**src/idetf_pkg.sv**
```systemverilog
// ----------------------------------------------------------------------------
// idetf_pkg
// Shared types and constants for the IDE task-file register block.
// ----------------------------------------------------------------------------
package idetf_pkg;

	localparam int BufferBytes = 512;
	localparam int BufAw       = $clog2(BufferBytes);
	localparam int RemW        = 17;
	localparam int SectorBits  = 9;
	localparam int OutqDepth   = 4;
	localparam int OutqAw      = $clog2(OutqDepth);
	localparam int OutqCw      = $clog2(OutqDepth + 1);

	localparam logic [3:0] CmdRecalNibble = 4'h1;
	localparam logic [7:0] CmdReadSec     = 8'h20;
	localparam logic [7:0] CmdReadSecNr   = 8'h21;
	localparam logic [7:0] CmdWriteSec    = 8'h30;
	localparam logic [7:0] CmdWriteSecNr  = 8'h31;
	localparam logic [7:0] DataIdle       = 8'hFF;

	typedef enum logic {
		OP_READ  = 1'b0,
		OP_WRITE = 1'b1
	} op_t;

	typedef enum logic [2:0] {
		REG_DATA       = 3'd0,
		REG_ERROR      = 3'd1,
		REG_COUNT      = 3'd2,
		REG_SECTOR     = 3'd3,
		REG_CYL_LO     = 3'd4,
		REG_CYL_HI     = 3'd5,
		REG_DRV_HEAD   = 3'd6,
		REG_CMD_STATUS = 3'd7
	} reg_off_t;

	typedef struct packed {
		logic             rd_en;
		logic             wr_en;
		logic [BufAw-1:0] addr;
		logic [7:0]       wdata;
	} mem_req_t;

	typedef struct packed {
		logic       from_mem;
		logic [7:0] value;
	} rd_res_t;

endpackage

```
**src/idetf_sbuf.sv**
```systemverilog
// ----------------------------------------------------------------------------
// idetf_sbuf
// Sector buffer memory, registered read, zero-fill pass after reset.
// ----------------------------------------------------------------------------
module idetf_sbuf import idetf_pkg::*; (
	input  logic       clk,
	input  logic       arst_n,
	input  mem_req_t   req,
	output logic [7:0] rd_data,
	output logic       clr_done
);

	logic [7:0]       mem [BufferBytes];
	logic [7:0]       rd_q;
	logic [BufAw-1:0] clr_idx_q;
	logic             clr_busy_q;
	logic             we;
	logic [BufAw-1:0] waddr;
	logic [7:0]       wdata;

	always_ff @(posedge clk or negedge arst_n) begin
		if (!arst_n) begin
			clr_idx_q  <= '0;
			clr_busy_q <= 1'b1;
		end else if (clr_busy_q) begin
			clr_idx_q <= clr_idx_q + 1'b1;
			if (clr_idx_q == BufAw'(BufferBytes - 1)) begin
				clr_busy_q <= 1'b0;
			end
		end
	end

	assign we    = clr_busy_q | req.wr_en;
	assign waddr = clr_busy_q ? clr_idx_q : req.addr;
	assign wdata = clr_busy_q ? 8'h00 : req.wdata;

	always_ff @(posedge clk) begin
		if (we) begin
			mem[waddr] <= wdata;
		end
		if (req.rd_en) begin
			rd_q <= mem[req.addr];
		end
	end

	assign rd_data  = rd_q;
	assign clr_done = ~clr_busy_q;

endmodule

```
**config.mk**
```make
export PLATFORM = sky130hd
export DESIGN_NAME = idetf_sbuf
export DESIGN_NICKNAME = d
export VERILOG_FILES = /design/src/idetf_pkg.sv /design/src/idetf_sbuf.sv
export SDC_FILE = /design/constraint.sdc
export NUM_CORES = 2
export LEC_CHECK = 0
export BUFFER_PORTS_ARGS = -buffer_cell sky130_fd_sc_hd__buf_2
export CAP_MARGIN = 15
export CORE_ASPECT_RATIO = 0.7
export CORE_MARGIN = 5
export CORE_UTILIZATION = 40
export DETAILED_ROUTE_END_ITERATION = 16
export GPL_TIMING_DRIVEN = 0
export SETUP_SLACK_MARGIN = 0.4
export SLEW_MARGIN = 0
export SYNTH_ARGS = -nofsm -noshare
export SYNTH_HDL_FRONTEND = slang
export SYNTH_SLANG_ARGS = --single-unit
```
**constraint.sdc**
```tcl
create_clock -name clk -period 18 [get_ports clk]
set_clock_uncertainty 0.05 [all_clocks]
set_input_delay 0.9 -clock clk [delete_from_list [all_inputs] [get_ports clk]]
set_output_delay 0.9 -clock clk [all_outputs]
set_load 0.1 [all_outputs]
```
==> results.cfg <==
[status]
status = complete, but fails checks
violations = max-capacitance violations, max-slew violations

[routing]
vias = 100438
drt-vias-per-instance = 6.928
drtIter0Drc = 21216
routed_wl_um = 742300
ant_nets = 0
avgRoutedWirePerCell_um = 51.20
drc = 0
firstDrtPassIters = 8

[clocking]
clk_latency_ns = 1.01
root_buffer = clkbuf_16
cts.path.max_buffers = 4
cts_tree = done
htreeDepth = 5
cts.sinks = 4114
cts_setup_buffers = 0
cts_resized = 0
clk_pin_slew_ns = 0.06
cts_hold_buf = 1
cts_made_buffers = 388

[pwr]
pwr-share-seq_pct = 51.5
p_per_area_mw_per_mm2 = 109.8
netSwitchingFraction_pct = 24.43
power_frac_comb_pct = 7.8
p_sw_uw = 5002
vdd_drop_max_mv = 0.08487
p_int_uw = 15480
leakage_uw = 0.05913
power.share.clock_pct = 40.7

[sta]
max_freq_mhz = 127.9
rsz0062_at_grt = false
fin_crit_ns = 7.819
hold_viol_final = 0
tightest_slew_ns = 1.525
setup_viol = 0
relSlewSlack_pct = -1.657
drv_slew = 1
period_share_pct = 43.44
hold_slack_ns = 0.2064
tns_ns = 0

[synth]
async_reset_ff_share_pct = 0.2431
syn_area_mm2 = 0.1614
yosys_register_bits = 4114
synth_edf_count = 4104
synth_warnings = 0
seq_area_frac_synth_pct = 76.51
syn_inst = 8035
synth_fp_nets = 8058
syn_avg_cell_area_um2 = 20.09
synth_ff_type = edfxtp_1
synth.distinct_cells = 79

[worst_setup_path]
worstPathRequired_ns = 18.53
crit_arrival_ns = 8.35
cp_max_fo = 12
end_kind = flip-flop
start_kind = input pin
crit_type = in2reg

[grt]
grt_pass1_wl_um = 930900
met2_usage_pct = 41.76
grt.busiest_layer = met1
use_met1_pct = 47.61
grt_max_degree = 54
track_usage_pct = 34.79
overflow = 0
grt_pass1_vias = 88000
met3_usage_pct = 23.97
antenna_found_initial = 106

[die]
dieArea_mm2 = 0.4165
core_mm2 = 0.4026
start_util_pct = 40.09
rows = 195
die_w_um = 769.2
fp.dieH_um = 541.5
io_pins = 30

[flow_run]
maxCapViolCount = 2

[layout]
final.fill_count = 33481
regArea_mm2 = 0.1235
final_common_cell = edfxtp_1
finalNetCount = 8781
multi_input_comb_area_mm2 = 0.03495
layout-drive-gt1-share_pct = 22.04
syn_to_final_growth_pct = 15.51
final_cell_mix = edfxtp_1, mux4_2, mux2i_1

[place]
dpl.hpwl_um = 545100
gp_congestion = 1.059
io_buffer_count = 23

[hold_path]
hp-class = in2reg
power by group through the flow:
stage	clock (uW)	sequential, uW	combinational, uW
3_5_place_dp	0	10700	1470
5_1_grt	8710	10500	1540
3_3_place_gp	0	11000	1350
4_1_cts	8290	10500	1480
6_report	8340	10500	1600
2_1_floorplan	0	10900	569
metrics by stage:
step / utilization (%) / instance area (um^2) / instances / total power [uW] / setup slack [ns]
after floorplan: - / 161400 / 8035 / 11440 / 1.738
after global placement: 41.78 / 168200 / 13377 / 12340 / -16.38
after detailed placement: 43.10 / 173500 / 13655 / 12220 / 9.762
after CTS: 46.18 / 185900 / 14368 / 20300 / 10.75
after global routing: 46.25 / 186200 / 14404 / 20780 / 10.70
final: 46.31 / 186400 / 14498 / 20480 / 10.18
cells by family after synthesis:
logic type                 after synthesis  synth area share (%)
adders and majority gates                2               0.01550
and+or+nand+nor                       1117                 3.169
DFF                                   4114                 76.51
buffers and inverters                  523                 2.002
muxes                                 1405                 14.49
xor gates and xnor gates                 7               0.03799
AOI/OAI and AO/OA                      867                 3.779
cells in the mapped netlist, types with 22 or more instances:
master | instances | area, um^2
edfxtp_1 | 4104 | 123200
mux4_2 | 696 | 15680
mux2i_1 | 652 | 6526
nor2_1 | 576 | 2162
o221ai_1 | 248 | 2172
clkbuf_1 | 246 | 923.4
o22ai_1 | 168 | 1051
o21ai_0 | 146 | 730.7
nand2_1 | 136 | 510.5
nor3_1 | 115 | 575.6
a21oi_1 | 108 | 540.5
buf_6 | 81 | 912.1
buf_2 | 63 | 315.3
nor4_1 | 58 | 362.9
nand3_1 | 50 | 250.2
buf_4 | 49 | 367.9
a22oi_1 | 45 | 337.8
buf_1 | 45 | 168.9
mux4_1 | 36 | 945.9
nand4_1 | 31 | 193.9
buf_8 | 28 | 420.4
nand2b_1 | 28 | 175.2
or3_1 | 25 | 156.4
a211oi_1 | 24 | 180.2
a2111oi_0 | 23 | 201.4
and2_1 | 22 | 137.6
area by class of cell:
type	count	share of cell area, %
Clock inverter	243	1.233
Buffer	517	1.807
Inverter	6	0.01208
Multi-Input combinational cell	3398	18.75
Antenna cell	99	0.1329
Tap cell	5319	3.570
Clock buffer	469	5.416
Timing Repair Buffer	333	2.848
Sequential cell	4114	66.23
final timing paths:
check,start,end,slack [ns],cells after the start
min in group asynchronous,arst_n,clr_idx_q[5],0.48,2
max in group asynchronous,arst_n,clr_busy_q,17.15,2
worst min-delay path,req[18],rd_data[0],0.21,1
worst max register to register,clr_busy_q,mem[205][1],12.58,8
worst min register to register,clr_idx_q[6],clr_idx_q[6],0.52,1
worst max-delay path,req[10],mem[374][1],10.18,12
per-layer routing:
layer,vias up,routed length [um]
li1,35110,-
met2,10411,272200
met5,-,892
met1,53331,281500
met3,1532,152700
met4,54,35050
worst max-delay path, stage by stage:
cell and delay, ns:
buf_2 0.15, buf_2 0.35, buf_2 0.58, buf_2 0.72
buf_2 0.98, buf_2 0.90, buf_2 0.86, nand2_1 0.17
o22ai_1 0.32, nand2_1 0.39, clkbuf_2 0.68, nor2_1 1.13
state kept, by name (all words and copies together), names as in the netlist:
signal and cells:
clr_busy_q 1, clr_idx_q 9, mem 4096, rd_data 8
Note: power is estimated with default switching activity, not from simulation.
