==> src/idetf_pkg.sv <==
// ----------------------------------------------------------------------------
// idetf_pkg
// Shared types and constants for the IDE task-file register block.
// ----------------------------------------------------------------------------
package idetf_pkg;

	localparam int BufferBytes = 512;
	localparam int BufAw       = $clog2(BufferBytes);
	localparam int RemW        = 17;
	localparam int SectorBits  = 9;
	localparam int OutqDepth   = 4;
	localparam int OutqAw      = $clog2(OutqDepth);
	localparam int OutqCw      = $clog2(OutqDepth + 1);

	localparam logic [3:0] CmdRecalNibble = 4'h1;
	localparam logic [7:0] CmdReadSec     = 8'h20;
	localparam logic [7:0] CmdReadSecNr   = 8'h21;
	localparam logic [7:0] CmdWriteSec    = 8'h30;
	localparam logic [7:0] CmdWriteSecNr  = 8'h31;
	localparam logic [7:0] DataIdle       = 8'hFF;

	typedef enum logic {
		OP_READ  = 1'b0,
		OP_WRITE = 1'b1
	} op_t;

	typedef enum logic [2:0] {
		REG_DATA       = 3'd0,
		REG_ERROR      = 3'd1,
		REG_COUNT      = 3'd2,
		REG_SECTOR     = 3'd3,
		REG_CYL_LO     = 3'd4,
		REG_CYL_HI     = 3'd5,
		REG_DRV_HEAD   = 3'd6,
		REG_CMD_STATUS = 3'd7
	} reg_off_t;

	typedef struct packed {
		logic             rd_en;
		logic             wr_en;
		logic [BufAw-1:0] addr;
		logic [7:0]       wdata;
	} mem_req_t;

	typedef struct packed {
		logic       from_mem;
		logic [7:0] value;
	} rd_res_t;

endpackage

==> src/idetf_regs.sv <==
// ----------------------------------------------------------------------------
// idetf_regs
// Per-drive task-file registers, command decode and data-port pointer.
// ----------------------------------------------------------------------------
module idetf_regs import idetf_pkg::*; (
	input  logic       clk,
	input  logic       arst_n,
	input  logic       accept,
	input  op_t        operation,
	input  reg_off_t   reg_offset,
	input  logic [7:0] write_data,
	output mem_req_t   mem_req,
	output rd_res_t    res
);

	logic             sel_q;
	logic             lba_q     [2];
	logic [15:0]      cyl_q     [2];
	logic [3:0]       head_q    [2];
	logic [27:0]      lba_val_q [2];
	logic [7:0]       cnt_q     [2];
	logic [RemW-1:0]  rem_q;
	logic [BufAw-1:0] idx_q;
	logic [BufAw-1:0] idx_nxt;
	logic             data_live;
	logic             drv;
	logic             rw_cmd;

	assign drv       = sel_q;
	assign data_live = (rem_q != '0);
	assign idx_nxt   = (idx_q == BufAw'(BufferBytes - 1)) ? '0 : idx_q + 1'b1;
	assign rw_cmd    = (write_data == CmdReadSec) || (write_data == CmdReadSecNr) ||
	                   (write_data == CmdWriteSec) || (write_data == CmdWriteSecNr);

	always_ff @(posedge clk or negedge arst_n) begin
		if (!arst_n) begin
			sel_q <= 1'b0;
			for (int i = 0; i < 2; i++) begin
				lba_q[i]     <= 1'b0;
				cyl_q[i]     <= '0;
				head_q[i]    <= '0;
				lba_val_q[i] <= '0;
				cnt_q[i]     <= '0;
			end
			rem_q <= '0;
			idx_q <= '0;
		end else if (accept) begin
			if (operation == OP_WRITE) begin
				unique case (reg_offset)
					REG_DATA: begin
						if (data_live) begin
							idx_q <= idx_nxt;
							rem_q <= rem_q - 1'b1;
						end
					end
					REG_ERROR: begin
					end
					REG_COUNT: begin
						cnt_q[drv] <= write_data;
					end
					REG_SECTOR: begin
						if (lba_q[drv]) begin
							lba_val_q[drv][7:0] <= write_data;
						end else begin
							lba_val_q[drv] <= {20'd0, write_data};
						end
					end
					REG_CYL_LO: begin
						if (lba_q[drv]) begin
							lba_val_q[drv][15:8] <= write_data;
						end else begin
							cyl_q[drv][7:0] <= write_data;
						end
					end
					REG_CYL_HI: begin
						if (lba_q[drv]) begin
							lba_val_q[drv][23:16] <= write_data;
						end else begin
							cyl_q[drv][15:8] <= write_data;
						end
					end
					REG_DRV_HEAD: begin
						sel_q              <= write_data[4];
						lba_q[write_data[4]] <= write_data[6];
						if (write_data[6]) begin
							lba_val_q[write_data[4]][27:24] <= write_data[3:0];
						end else begin
							head_q[write_data[4]] <= write_data[3:0];
						end
					end
					REG_CMD_STATUS: begin
						if (write_data[7:4] == CmdRecalNibble) begin
							cyl_q[drv] <= '0;
						end else if (rw_cmd) begin
							idx_q <= '0;
							rem_q <= {cnt_q[drv], {SectorBits{1'b0}}};
						end
					end
				endcase
			end else if (reg_offset == REG_DATA && data_live) begin
				idx_q <= idx_nxt;
				rem_q <= rem_q - 1'b1;
			end
		end
	end

	always_comb begin
		mem_req.rd_en = accept && (operation == OP_READ) && (reg_offset == REG_DATA) && data_live;
		mem_req.wr_en = accept && (operation == OP_WRITE) && (reg_offset == REG_DATA) && data_live;
		mem_req.addr  = idx_q;
		mem_req.wdata = write_data;

		res.from_mem = 1'b0;
		res.value    = 8'h00;
		if (operation == OP_READ) begin
			unique case (reg_offset)
				REG_DATA: begin
					res.from_mem = data_live;
					res.value    = DataIdle;
				end
				REG_COUNT:  res.value = cnt_q[drv];
				REG_SECTOR: res.value = lba_val_q[drv][7:0];
				REG_CYL_LO: res.value = lba_q[drv] ? lba_val_q[drv][15:8] : cyl_q[drv][7:0];
				REG_CYL_HI: res.value = lba_q[drv] ? lba_val_q[drv][23:16] : cyl_q[drv][15:8];
				REG_DRV_HEAD: begin
					res.value = {1'b1, lba_q[drv], 1'b1, drv,
					             lba_q[drv] ? lba_val_q[drv][27:24] : head_q[drv]};
				end
				REG_ERROR, REG_CMD_STATUS: res.value = 8'h00;
			endcase
		end
	end

endmodule

==> config.mk <==
export PLATFORM = sky130hd
export DESIGN_NAME = idetf_regs
export DESIGN_NICKNAME = d
export VERILOG_FILES = /design/src/idetf_pkg.sv /design/src/idetf_regs.sv
export SDC_FILE = /design/constraint.sdc
export NUM_CORES = 1
export LEC_CHECK = 0
export ABC_AREA = 0
export BUFFER_PORTS_ARGS = -buffer_cell sky130_fd_sc_hd__clkbuf_2
export CAP_MARGIN = 20
export CORE_MARGIN = 1
export CORE_UTILIZATION = 55
export DETAILED_ROUTE_END_ITERATION = 16
export PLACE_DENSITY = 0.82
export SLEW_MARGIN = 20
export SYNTH_ARGS = -nofsm -noshare
export SYNTH_HDL_FRONTEND = slang
export SYNTH_SLANG_ARGS = --single-unit
==> constraint.sdc <==
create_clock -name clk -period 2 [get_ports clk]
set_input_delay 0.3 -clock clk [delete_from_list [all_inputs] [get_ports clk]]
set_output_delay 0.3 -clock clk [all_outputs]
set_load 0.005 [all_outputs]
==> impl_results.md <==
* GRT overflow at 0
* Worst setup path startpoint: drv$_DFFE_PN0P_
* Footprint of the multi-input gates at 4130 sq um
* Critical Path RT at approximately 1.7 ns
* CP most frequent cell: a221oi_2
* Reg2reg start: rem_q[1]$_DFFE_PN0P_
* Worst path max stage delay at approximately 0.46 ns
* Slew Limit Headroom at 0.360
* FILL cells at approximately 830
* Violated checks: negative setup slack
* Slew @ Worst Pin at around 0.96 ns
* Sw Ratio at 0.309
* Post-Synth Adder-Cell Area at 0.00670
* Status: finished with violations
* Layout cells sized above 1 at 0.422
* Critical Path End: res[0]
* Ant diodes at 0
* Clk pwr share at 0.347
* Register area share after synthesis at 0.472
* DR WL/cell at ~23 um
* Critical path cell sequence: buf_12 -> mux2i_1 -> buf_4 -> a221oi_2 -> a221oi_2 -> a21oi_1 -> clkbuf_2
* Total track usage at 0.341
* Sequential cell area at 3530 sq um
* CTS HTree Levels at 4
* Final Skew at 0.00782 ns
* # setup viols final at 18
* Post-synth top cells: dfrtp_1, a22o_1, nand2_1, mux2_2, o21ai_0
* Critical path's slowest cell: dfrtp_2
* Synth top area share at 0.472
* Core area at approximately 13000 sq um
* Slew Viols, Final at 0
* Routability cong. at 0.959
* Predominant post-synthesis flop cell: dfrtp_1
* First-pass GRT wire length at 36300 um
* TritonCTS clock tree: yes
* Vias in the first global route at about 6600
* Dpl cell area at between 8000 and 9000 sq um
* Post-Route WL at about 24000 um
* I/O pins at 43
* Area Overhead vs Synth at 33.9%
* FF-to-FF path depth at 11
* Drt drc at 0
* Crit share post-route at 1.22
* Synth Register Bits at ~140
* Internal Power at 6790 uW
* Mapped Nets at slightly above 700
* Fin cells at 1036
* Syn Inst Count at 699
* Final Worst Setup Slack at -0.438 ns
* Max-cap violation count at 0
* Worst vdd ir at approximately 0.00086 V
* Initial core utilization at 0.564
* Design Area, Final at roughly 10000 sq um
* Fin. Hold Viols at 0
* Max Root-Sink Buffers at 2
* Yosys synthesis warning count at 0
* Final net count at slightly below 900
* Area leader, netlist: dfrtp_1
* Critical R2R Capture: rem_q[1]$_DFFE_PN0P_
* EDFF count, synth at 0
* Clk pin slew, worst setup/hold paths at 0.06 ns
* DR vias at just under 7000
* Multiplexer share of the synthesized area at 0.132
* Detailed placement HPWL at about 16000 um
* DRT iter0 DRCs at 632
* Simple-gate portion of the synthesized area at 0.154
* Synth top area cells: dfrtp_1, a22o_1, mux2_2, mux2i_1, nand2_1
* CP Capture Type: primary output
* CP Class: reg2out
* Area share of xor/xnor cells in the synthesized design at 0
* Drt pass-1 iters at 5
* Sw Pwr at approximately 3000 uW
* Critical Path Source Type: flop
* Die Wd at between 100 and 150 um
* Design Power at ~9800 uW
* Count leader, synth: dfrtp_1
* CP arrival at 2.14 ns
* Compound-Gate Fraction of Synth Area at 0.196
* Mapped Area at roughly 7500 sq um
* Minimum clock period after layout at between 2 and 2.5 ns
* Worst hold margin at 0.279 ns
* Synth unique cells at 70
* Latest clock arrival within the worst-skew pair at between 0.4 and 0.5 ns
* FMAX at approximately 0.41 GHz
* Leak at 0.00436 uW
* Pin count of the biggest net entering global routing at 77
* Combinational family with the most area after synthesis: compound AO/OA/AOI/OAI gates
* Number of antenna violations at the first check in global routing at 0
* ANT nets after route at 0
* Sink Count at about 140
* Die Y at approximately 120 um
* Placed insts at roughly 970
* Num rows at 42
* Die area at between 10000 and 15000 sq um
* Synth async-reset ratio at 1.00
* Worst R2R Setup Slack at -0.04 ns
* Clock root cell: clkbuf_16
* Sequential share of power at 0.376
* Comb pwr share at 0.277
* Mean Syn Cell Area at approximately 11 sq um
* Pwr dens at between 900 and 1000 nW/um^2
* Port bufs at 42
* RSZ-0062 raised after global routing: true
* HP Class: in2reg
* Inserted Clock Buffers at 17
* Via density at ~6.5
* Critical path peak fanout at 14
## how the worst min path moves through the flow
stage             startpoint                    to  cells past startpoint
3_5_place_dp          arst_n  cyl_q[8]$_DFFE_PN0P_                      2
4_1_cts        write_data[5]  cnt_q[5]$_DFFE_PN0P_                      2
3_3_place_gp          arst_n  cyl_q[8]$_DFFE_PN0P_                      2
6_report       write_data[5]  cnt_q[5]$_DFFE_PN0P_                      2
2_1_floorplan         arst_n  cnt_q[0]$_DFFE_PN0P_                      0
5_1_grt        write_data[5]  cnt_q[5]$_DFFE_PN0P_                      2
## logic make-up (layout without fill, tap and decap cells)
logic type	Yosys count	after routing
flops	141	141
buf+inv	57	218
compound gates	204	204
simple gates	205	205
mux	88	88
fa+ha+maj	4	4
## flip-flops by register name, summed over array words and instances, names as in the netlist
register and cells:
cnt_q 16, cyl_q 32, drv 1, head_q 8, idx_q 9, lba_q 2, lba_val_q 56, rem_q 17
## final cells by class
type,instances,area share
multi-input cells,501,0.413
flip-flops and latches,141,0.353
repair buffers,178,0.146
clock buffers,19,0.0443
well taps,176,0.0220
clock inverters,13,0.0188
inverters,8,0.00300
## metrics by stage
step | TNS (ns) | utilization | setup WS [ns]
floorplan | 0 | - | 0.0485
global placement | -0.686 | 0.648 | -0.0610
detailed placement | -2.16 | 0.648 | -0.0823
CTS | -3.48 | 0.719 | -0.399
global route | -6.36 | 0.756 | -0.477
finish | -3.85 | 0.756 | -0.438
## metal layers
layer	global-route usage	wire length (um)	share of wire
met4	0.163	1010	0.042
met2	0.539	11800	0.49
met3	0.0676	1880	0.078
met5	0	0	0
met1	0.449	9410	0.39
## power by group through the flow
stage / sequential [uW] / clock (uW) / combinational [uW]
finish: 3700 / 3400 / 2730
global route: 3750 / 3550 / 2860
CTS: 3650 / 3420 / 2360
detailed placement: 3660 / 0 / 2180
global placement: 3630 / 0 / 2110
floorplan: 3590 / 0 / 1280
## layout by cell type, fill, tap and decap left out, types with 5 or more instances in the layout
cell | Yosys | routed
nand2_1 | 60 | 56
o2bb2ai_1 | 7 | 7
mux2_2 | 46 | 46
buf_12 | 0 | 14
clkbuf_2 | 0 | 40
a21oi_2 | 0 | 6
o22ai_1 | 8 | 7
o211ai_1 | 6 | 6
mux2i_1 | 38 | 30
o21ai_0 | 41 | 23
nand2b_1 | 9 | 8
clkbuf_16 | 0 | 17
buf_6 | 2 | 12
o31ai_2 | 0 | 7
nor2b_1 | 11 | 10
o21ai_1 | 3 | 19
nor3_1 | 14 | 12
a31oi_1 | 11 | 8
nor2_2 | 6 | 10
buf_4 | 10 | 109
dfrtp_1 | 141 | 139
and2_1 | 5 | 5
a21oi_1 | 22 | 16
nand3_1 | 21 | 18
and3_1 | 9 | 6
a22o_1 | 62 | 62
nor2_1 | 36 | 31
## timing repair
| item | 4_1_cts | 5_1_grt |
|---|---|---|
| gates resized for setup | 51 | 81 |
| buffers inserted | 12 | 21 |
| pin swaps | 13 | 18 |
| hold buffers | 1 | 0 |
| cloned | 0 | 1 |
| endpoints found under the setup margin | 36 | 60 |
| endpoints found under the hold margin | 141 | 0 |
## critical path, delay by kind of cell (launching register included)
family / cells / cell delay [ns]
AOI/OAI and AO/OA: 3 / 0.65
DFF: 1 / 0.46
buffers and inverters: 3 / 0.46
muxes: 1 / 0.12
Power figures use the tool's default switching activity.
