## config.mk

```make
export PLATFORM = sky130hd
export DESIGN_NAME = idetf_outq
export DESIGN_NICKNAME = d
export VERILOG_FILES = /design/src/idetf_pkg.sv /design/src/idetf_outq.sv
export SDC_FILE = /design/constraint.sdc
export NUM_CORES = 1
export LEC_CHECK = 0
export ABC_CLOCK_PERIOD_IN_PS = 3950
export BUFFER_PORTS_ARGS = -buffer_cell sky130_fd_sc_hd__buf_2
export CAP_MARGIN = 20
export CORE_MARGIN = 3
export CORE_UTILIZATION = 55
export CTS_CLUSTER_DIAMETER = 40
export DETAILED_ROUTE_END_ITERATION = 16
export GPL_TIMING_DRIVEN = 0
export PLACE_DENSITY_LB_ADDON = 0.2
export SLEW_MARGIN = 20
export SYNTH_ARGS = -nofsm -noshare
export SYNTH_HDL_FRONTEND = slang
export SYNTH_SLANG_ARGS = --single-unit
```

## constraint.sdc

```tcl
create_clock -name clk -period 3.95 [get_ports clk]
set_input_delay 0.1975 -clock clk [delete_from_list [all_inputs] [get_ports clk]]
set_output_delay 0.1975 -clock clk [all_outputs]
set_load 0.005 [all_outputs]
```

## src/idetf_pkg.sv

```systemverilog
// ----------------------------------------------------------------------------
// idetf_pkg
// Shared types and constants for the IDE task-file register block.
// ----------------------------------------------------------------------------
package idetf_pkg;

	localparam int BufferBytes = 512;
	localparam int BufAw       = $clog2(BufferBytes);
	localparam int RemW        = 17;
	localparam int SectorBits  = 9;
	localparam int OutqDepth   = 4;
	localparam int OutqAw      = $clog2(OutqDepth);
	localparam int OutqCw      = $clog2(OutqDepth + 1);

	localparam logic [3:0] CmdRecalNibble = 4'h1;
	localparam logic [7:0] CmdReadSec     = 8'h20;
	localparam logic [7:0] CmdReadSecNr   = 8'h21;
	localparam logic [7:0] CmdWriteSec    = 8'h30;
	localparam logic [7:0] CmdWriteSecNr  = 8'h31;
	localparam logic [7:0] DataIdle       = 8'hFF;

	typedef enum logic {
		OP_READ  = 1'b0,
		OP_WRITE = 1'b1
	} op_t;

	typedef enum logic [2:0] {
		REG_DATA       = 3'd0,
		REG_ERROR      = 3'd1,
		REG_COUNT      = 3'd2,
		REG_SECTOR     = 3'd3,
		REG_CYL_LO     = 3'd4,
		REG_CYL_HI     = 3'd5,
		REG_DRV_HEAD   = 3'd6,
		REG_CMD_STATUS = 3'd7
	} reg_off_t;

	typedef struct packed {
		logic             rd_en;
		logic             wr_en;
		logic [BufAw-1:0] addr;
		logic [7:0]       wdata;
	} mem_req_t;

	typedef struct packed {
		logic       from_mem;
		logic [7:0] value;
	} rd_res_t;

endpackage

```

## src/idetf_outq.sv

```systemverilog
// ----------------------------------------------------------------------------
// idetf_outq
// Small result queue decoupling the pipeline from the downstream ready.
// ----------------------------------------------------------------------------
module idetf_outq import idetf_pkg::*; (
	input  logic              clk,
	input  logic              arst_n,
	input  logic              push,
	input  logic [7:0]        push_data,
	input  logic              pop,
	output logic              not_empty,
	output logic [7:0]        head_data,
	output logic [OutqCw-1:0] count
);

	logic [7:0]        slot_q [OutqDepth];
	logic [OutqAw-1:0] wr_ptr_q;
	logic [OutqAw-1:0] rd_ptr_q;
	logic [OutqCw-1:0] count_q;

	always_ff @(posedge clk or negedge arst_n) begin
		if (!arst_n) begin
			wr_ptr_q <= '0;
			rd_ptr_q <= '0;
			count_q  <= '0;
		end else begin
			if (push) begin
				wr_ptr_q <= wr_ptr_q + 1'b1;
			end
			if (pop) begin
				rd_ptr_q <= rd_ptr_q + 1'b1;
			end
			unique case ({push, pop})
				2'b10:   count_q <= count_q + 1'b1;
				2'b01:   count_q <= count_q - 1'b1;
				default: count_q <= count_q;
			endcase
		end
	end

	always_ff @(posedge clk) begin
		if (push) begin
			slot_q[wr_ptr_q] <= push_data;
		end
	end

	assign not_empty = (count_q != '0);
	assign head_data = slot_q[rd_ptr_q];
	assign count     = count_q;

endmodule
```

==> qor.csv, run 1 <==
metric,value,unit
outcome,completed,
CTS root buffer,clkbuf_4,
CTS sink cnt,39,
via count,726,
number of library cell types mapped by synthesis,16,
H-tree depth,2,
Site Rows,18,
"commonest non-fill, non-tap cell in the layout",edfxtp_1,
Pwr Total,1.18,mW
Hold WC Path Type,in2reg,
Max-slew headroom,0.719,
CTS resizes,0,
r2r startpoint,wr_ptr_q[0],
"Cell Count, Final, Fillers Out",136,
final hold slack,0.0729,ns
Max Freq,573,MHz
routed vias/inst,5.34,
critical path type,reg2out,
worst-path cell chain,"buf_6, mux4_2, buf_2",
area of the core,2570,µm²
Syn Inst Count,74,
crit end category,output pin,
maximum fanout along the worst path,10,
Place WS,2.45,ns
post-route cell area,1760,µm²
Comb pwr share,0.319,
pin count of the biggest net entering global routing,13,
slowest CP cell,mux4_2,
All-Layer GR Usage,0.167,
post-route ant nets,0,
DRC violations left,0,
grt total ovfl,0,
setup violators final,0,
post-layout utilization of the core,0.686,
mean post-synth cell area,20.8,µm²
largest cells by area after synthesis,"edfxtp_1 62%, mux4_2 12%, dfrtp_1 11%",
worst hold path startpoint,push_data[7],
CP Launch Type,flop,
post-synth top area share,0.625,
Area Growth Syn to Fin,14.5,%
fin nets,123,
TritonCTS Buffers,5,
Crit path max-delay family,multiplexers,
Die H,58.9,µm
switching power share of the total,0.291,
hpwl dp,1.71,mm
antenna violations before repair,0,
Antenna Diode Count,0,
per-cell routed wire length,17.7,µm
YS warnings,0,
synthesized area,1540,µm²
"Slew Viols, Final",0,
final worst-path cycle share,0.442,
port buffer count,23,
cell internal pwr,0.838,mW
worst skew pair latency,0.33,ns
Clock power frac,0.175,
syn_nets,92,
Starting Density,0.599,
NetSw,0.343,mW
"slowest stage delay, CP",0.53,ns
max-cap viol count,0,
worst path buffer plus inverter count,2,
final worst path period need,1.75,ns
#FFs+latches synth,39,
"wirelength, routed",2.40,mm
DIE AREA,3470,µm²
Pwr Density,671,nW/µm²
CTS tree,built,
Pre-antenna DRT Iters,4,
number of global-route vias before repair,766,
Crit. Startpoint,rd_ptr_q[0],
Layout Skew,0.00792,ns
register share of total power,0.506,
cell type with the largest total area after synthesis,edfxtp_1,
Die X,58.9,µm
"Req. time, crit path",3.75,ns
layout cells sized above 1,0.387,
LEAKAGE,0.672,nW
fin worst setup slack,2.20,ns
RSZ-0062 raised after global routing,false,
"commonest non-fill, non-tap cells in the layout","32 x edfxtp_1, 24 x buf_2, 8 x mux4_2, 7 x dfrtp_1",
drt initial violations,26,
dpl cell area,1690,µm²
worst vdd ir,0.481,mV
Placer Congestion,0.627,
TNS Setup,0,ns
CTS Buffer Depth,2,
arrival time worst endpoint,1.55,ns
slew at the pin with the worst max-slew slack,0.421,ns
# IOs,24,
first-pass GRT wire length,3.88,mm
post-synthesis sequential area ratio,0.739,
Post-Place Cells,127,
clock-pin slew on the worst setup and hold paths,0.11,ns
Fin. Hold Viols,0,
==> power groups by stage <==
stage,Combinational [mW],Clock [mW],Sequential (mW)
4_1_cts,0.390,0.214,0.599
6_report,0.377,0.207,0.597
2_1_floorplan,0.254,0,0.596
5_1_grt,0.424,0.234,0.608
3_3_place_gp,0.374,0,0.599
3_5_place_dp,0.390,0,0.608
==> metal layers <==
layer	vias up	global-route usage	share of wire
met2	24	0.256	0.51
met3	5	0.0680	0.067
li1	343	-	-
met5	-	0	0
met4	0	0.0680	0.010
met1	354	0.215	0.42
==> synthesized netlist by cell type <==
library cell,count
and2_1,4
buf_2,1
buf_6,1
dfrtp_1,7
edfxtp_1,32
fa_1,1
ha_1,5
inv_1,3
mux2_2,1
mux4_2,8
nand2_1,2
nor2_1,1
o21ai_0,1
or3_1,1
xnor2_1,3
xor2_1,3
==> layout make-up <==
type,count,area (µm²)
plain buffers,2,16.3
well taps,30,37.5
repair buffers,24,125
inverters,3,11.3
flip-flops and latches,39,1140
fillers,178,807
clock inverters,1,5.00
multi-input cells,30,374
clock buffers,7,55.1
==> worst paths after layout <==
path,endpoint,slack [ns],depth (start not counted)
min in group asynchronous,rd_ptr_q[0],0.21,2
hold / removal,slot_q[3][7],0.07,1
setup / recovery,head_data[2],2.20,3
setup reg to reg,slot_q[0][2],2.56,3
hold reg to reg,count[2],0.50,1
max in group asynchronous,rd_ptr_q[1],3.58,2
==> repair_timing <==
item / in CTS / in global routing
setup buffers: 0 / 0
hold buffers: 1 / 0
endpoints found under the hold margin: 7 / 0
==> registers in the layout, summed over array words and instances (netlist names) <==
name	flops
count	3
slot_q	32
wr_ptr_q	2
rd_ptr_q	2
==> cell families after synthesis <==
kind of cell / Yosys count / synth area share
flops: 39 / 0.739
compound gates: 1 / 0.00325
xor+xnor: 6 / 0.0342
buf+inv: 5 / 0.0179
fa+ha+maj: 6 / 0.0537
mux: 9 / 0.124
simple gates: 8 / 0.0277
(Power assumes the default switching activity.)
==> run 2, diff against run 1 <==
--- a/config.mk
+++ b/config.mk
@@ -5,11 +5,11 @@
 export SDC_FILE = /design/constraint.sdc
 export NUM_CORES = 1
 export LEC_CHECK = 0
-export ABC_CLOCK_PERIOD_IN_PS = 3950
+export ABC_CLOCK_PERIOD_IN_PS = 1500
 export BUFFER_PORTS_ARGS = -buffer_cell sky130_fd_sc_hd__buf_2
 export CAP_MARGIN = 20
 export CORE_MARGIN = 3
-export CORE_UTILIZATION = 55
+export CORE_UTILIZATION = 49
 export CTS_CLUSTER_DIAMETER = 40
 export DETAILED_ROUTE_END_ITERATION = 16
 export GPL_TIMING_DRIVEN = 0
==> constraint.sdc (replaced) <==
create_clock -name clk -period 1.5 [get_ports clk]
set_input_delay 0.075 -clock clk [delete_from_list [all_inputs] [get_ports clk]]
set_output_delay 0.075 -clock clk [all_outputs]
set_load 0.005 [all_outputs]
==> qor.csv, run 2 (same netlist as run 1, synthesis figures left out) <==
metric,value,unit,change
setup violators final,8,,+8
hpwl dp,1.61,mm,-5.4%
max reg flops,32,,unchanged
"Req. time, crit path",1.42,ns,-2.33 ns
Top reg by flops,slot_q,,
LEAKAGE,0.732,nW,+9.0%
Comb pwr share,0.326,,+0.007
"wirelength, routed",2.50,mm,+4.1%
layout cells sized above 1,0.378,,-0.00864
Placer Congestion,0.617,,-1.6%
pin count of the biggest net entering global routing,12,,-1
Starting Density,0.535,,-0.0643
crit end category,output pin,,
CTS Buffer Depth,2,,unchanged
worst skew pair latency,0.35,ns,+0.02 ns
CTS sink cnt,39,,unchanged
Fin. Hold Viols,0,,unchanged
"Slew Viols, Final",0,,unchanged
worst vdd ir,0.881,mV,+83%
outcome,"finished, violations left",,
routed vias/inst,4.91,,-8.1%
H-tree depth,2,,unchanged
drt initial violations,13,,-50%
Die X,62.0,µm,+5.3%
NetSw,0.916,mW,+170%
Site Rows,19,,+1
Max-slew headroom,0.726,,+0.00721
clock-pin slew on the worst setup and hold paths,0.11,ns,about the same
area of the core,2880,µm²,+12%
maximum fanout along the worst path,9,,-1
fin worst setup slack,-0.120,ns,-2.32 ns
Antenna Diode Count,0,,unchanged
post-route cell area,1920,µm²,+9.1%
max-cap viol count,0,,unchanged
per-cell routed wire length,15.5,µm,-12%
post-route ant nets,0,,unchanged
Pwr Total,3.22,mW,+170%
Pwr Density,1680,nW/µm²,+150%
dpl cell area,1710,µm²,+0.89%
final worst path period need,1.62,ns,
arrival time worst endpoint,1.55,ns,about the same
CTS root buffer,clkbuf_4,,
register share of total power,0.489,,-0.017
worst r2r path cells,3,,unchanged
failing checks,negative setup slack,,
"commonest non-fill, non-tap cells in the layout","32 x edfxtp_1, 24 x buf_2, 13 x dlygate4sd3_1, 8 x mux4_2, 7 x dfrtp_1",,
Area Growth Syn to Fin,24.9,%,
Hold WC Path Type,in2async,,
via count,790,,+8.8%
cell internal pwr,2.31,mW,+180%
TritonCTS Buffers,5,,unchanged
Pre-antenna DRT Iters,6,,+2
CTS tree,built,,
antenna violations before repair,0,,unchanged
CP Launch Type,flop,,
RSZ-0062 raised after global routing,true,,
DRC violations left,0,,unchanged
Max Freq,617,MHz,
grt total ovfl,0,,unchanged
Die H,62.0,µm,+5.3%
"commonest non-fill, non-tap cell in the layout",edfxtp_1,,
DIE AREA,3850,µm²,+11%
Layout Skew,0.0130,ns,+0.00507 ns
final hold slack,0.0742,ns,+0.00136 ns
number of global-route vias before repair,793,,+3.5%
final worst-path cycle share,1.08,,
All-Layer GR Usage,0.150,,-0.0172
fin nets,136,,+11%
first-pass GRT wire length,3.83,mm,-1.4%
Clock power frac,0.185,,+0.010
switching power share of the total,0.284,,-0.00634
critical path type,reg2out,,
slew at the pin with the worst max-slew slack,0.410,ns,-0.0108 ns
Place WS,0.0631,ns,-2.38 ns
port buffer count,23,,unchanged
TNS Setup,-0.809,ns,-0.809 ns
# IOs,24,,unchanged
[run 2: cell types whose count changed in the layout (fill, tap and decap cells not counted), sizes merged]
cell | before | now
buf | 25 | 26
clkbuf | 7 | 8
clkinv | 1 | 0
dlygate4sd3 | 1 | 13
[run 2: critical path, stage by stage (launching register included)]
cell	delay, ns
dfrtp_1	0.38
buf_8	0.16
mux4_2	0.51
buf_2	0.14
[run 2: power groups by stage]
stage / Clock, mW / Combinational, mW / Sequential, mW
global placement: 0 / 0.986 / 1.58
floorplan: 0 / 0.668 / 1.57
finish: 0.597 / 1.05 / 1.58
CTS: 0.608 / 1.07 / 1.58
global route: 0.648 / 1.18 / 1.60
detailed placement: 0 / 1.02 / 1.60
[run 2: cell type report]
cell class | instances | area [µm²]
well taps | 42 | 52.6
inverters | 3 | 11.3
clock buffers | 8 | 68.8
fillers | 210 | 956
plain buffers | 2 | 20.0
flip-flops and latches | 39 | 1140
repair buffers | 37 | 253
multi-input cells | 30 | 379
[run 2: worst paths after layout]
path / end / slack, ns / startpoint
max in group asynchronous: count[0] / 1.26 / arst_n
hold / removal: rd_ptr_q[0] / 0.07 / arst_n
min in group clk: count[0] / 0.11 / pop
hold reg to reg: count[2] / 0.51 / count[2]
setup / recovery: head_data[2] / -0.12 / rd_ptr_q[0]
setup reg to reg: slot_q[1][5] / 0.12 / wr_ptr_q[1]
[run 2: routing by layer]
metal | up-vias | GRT usage | routed length, µm
met1 | 395 | 0.177 | 1030
met5 | - | 0 | 0
met4 | 0 | 0.0909 | 46
met3 | 5 | 0.0434 | 133
li1 | 369 | - | -
met2 | 21 | 0.243 | 1290
[run 2: through the flow]
step                cells   util
global placement      139  0.593
global route          161  0.668
floorplan              74      -
detailed placement    139  0.593
finish                161  0.668
CTS                   161  0.666
[run 2: timing repair]
item | in CTS | in global routing
resized for setup | 1 | 3
pin swaps | 0 | 2
setup endpoints to repair | 8 | 20
cloned | 0 | 0
hold endpoints to repair | 42 | 0
buffers inserted | 1 | 0
hold buffers | 13 | 0
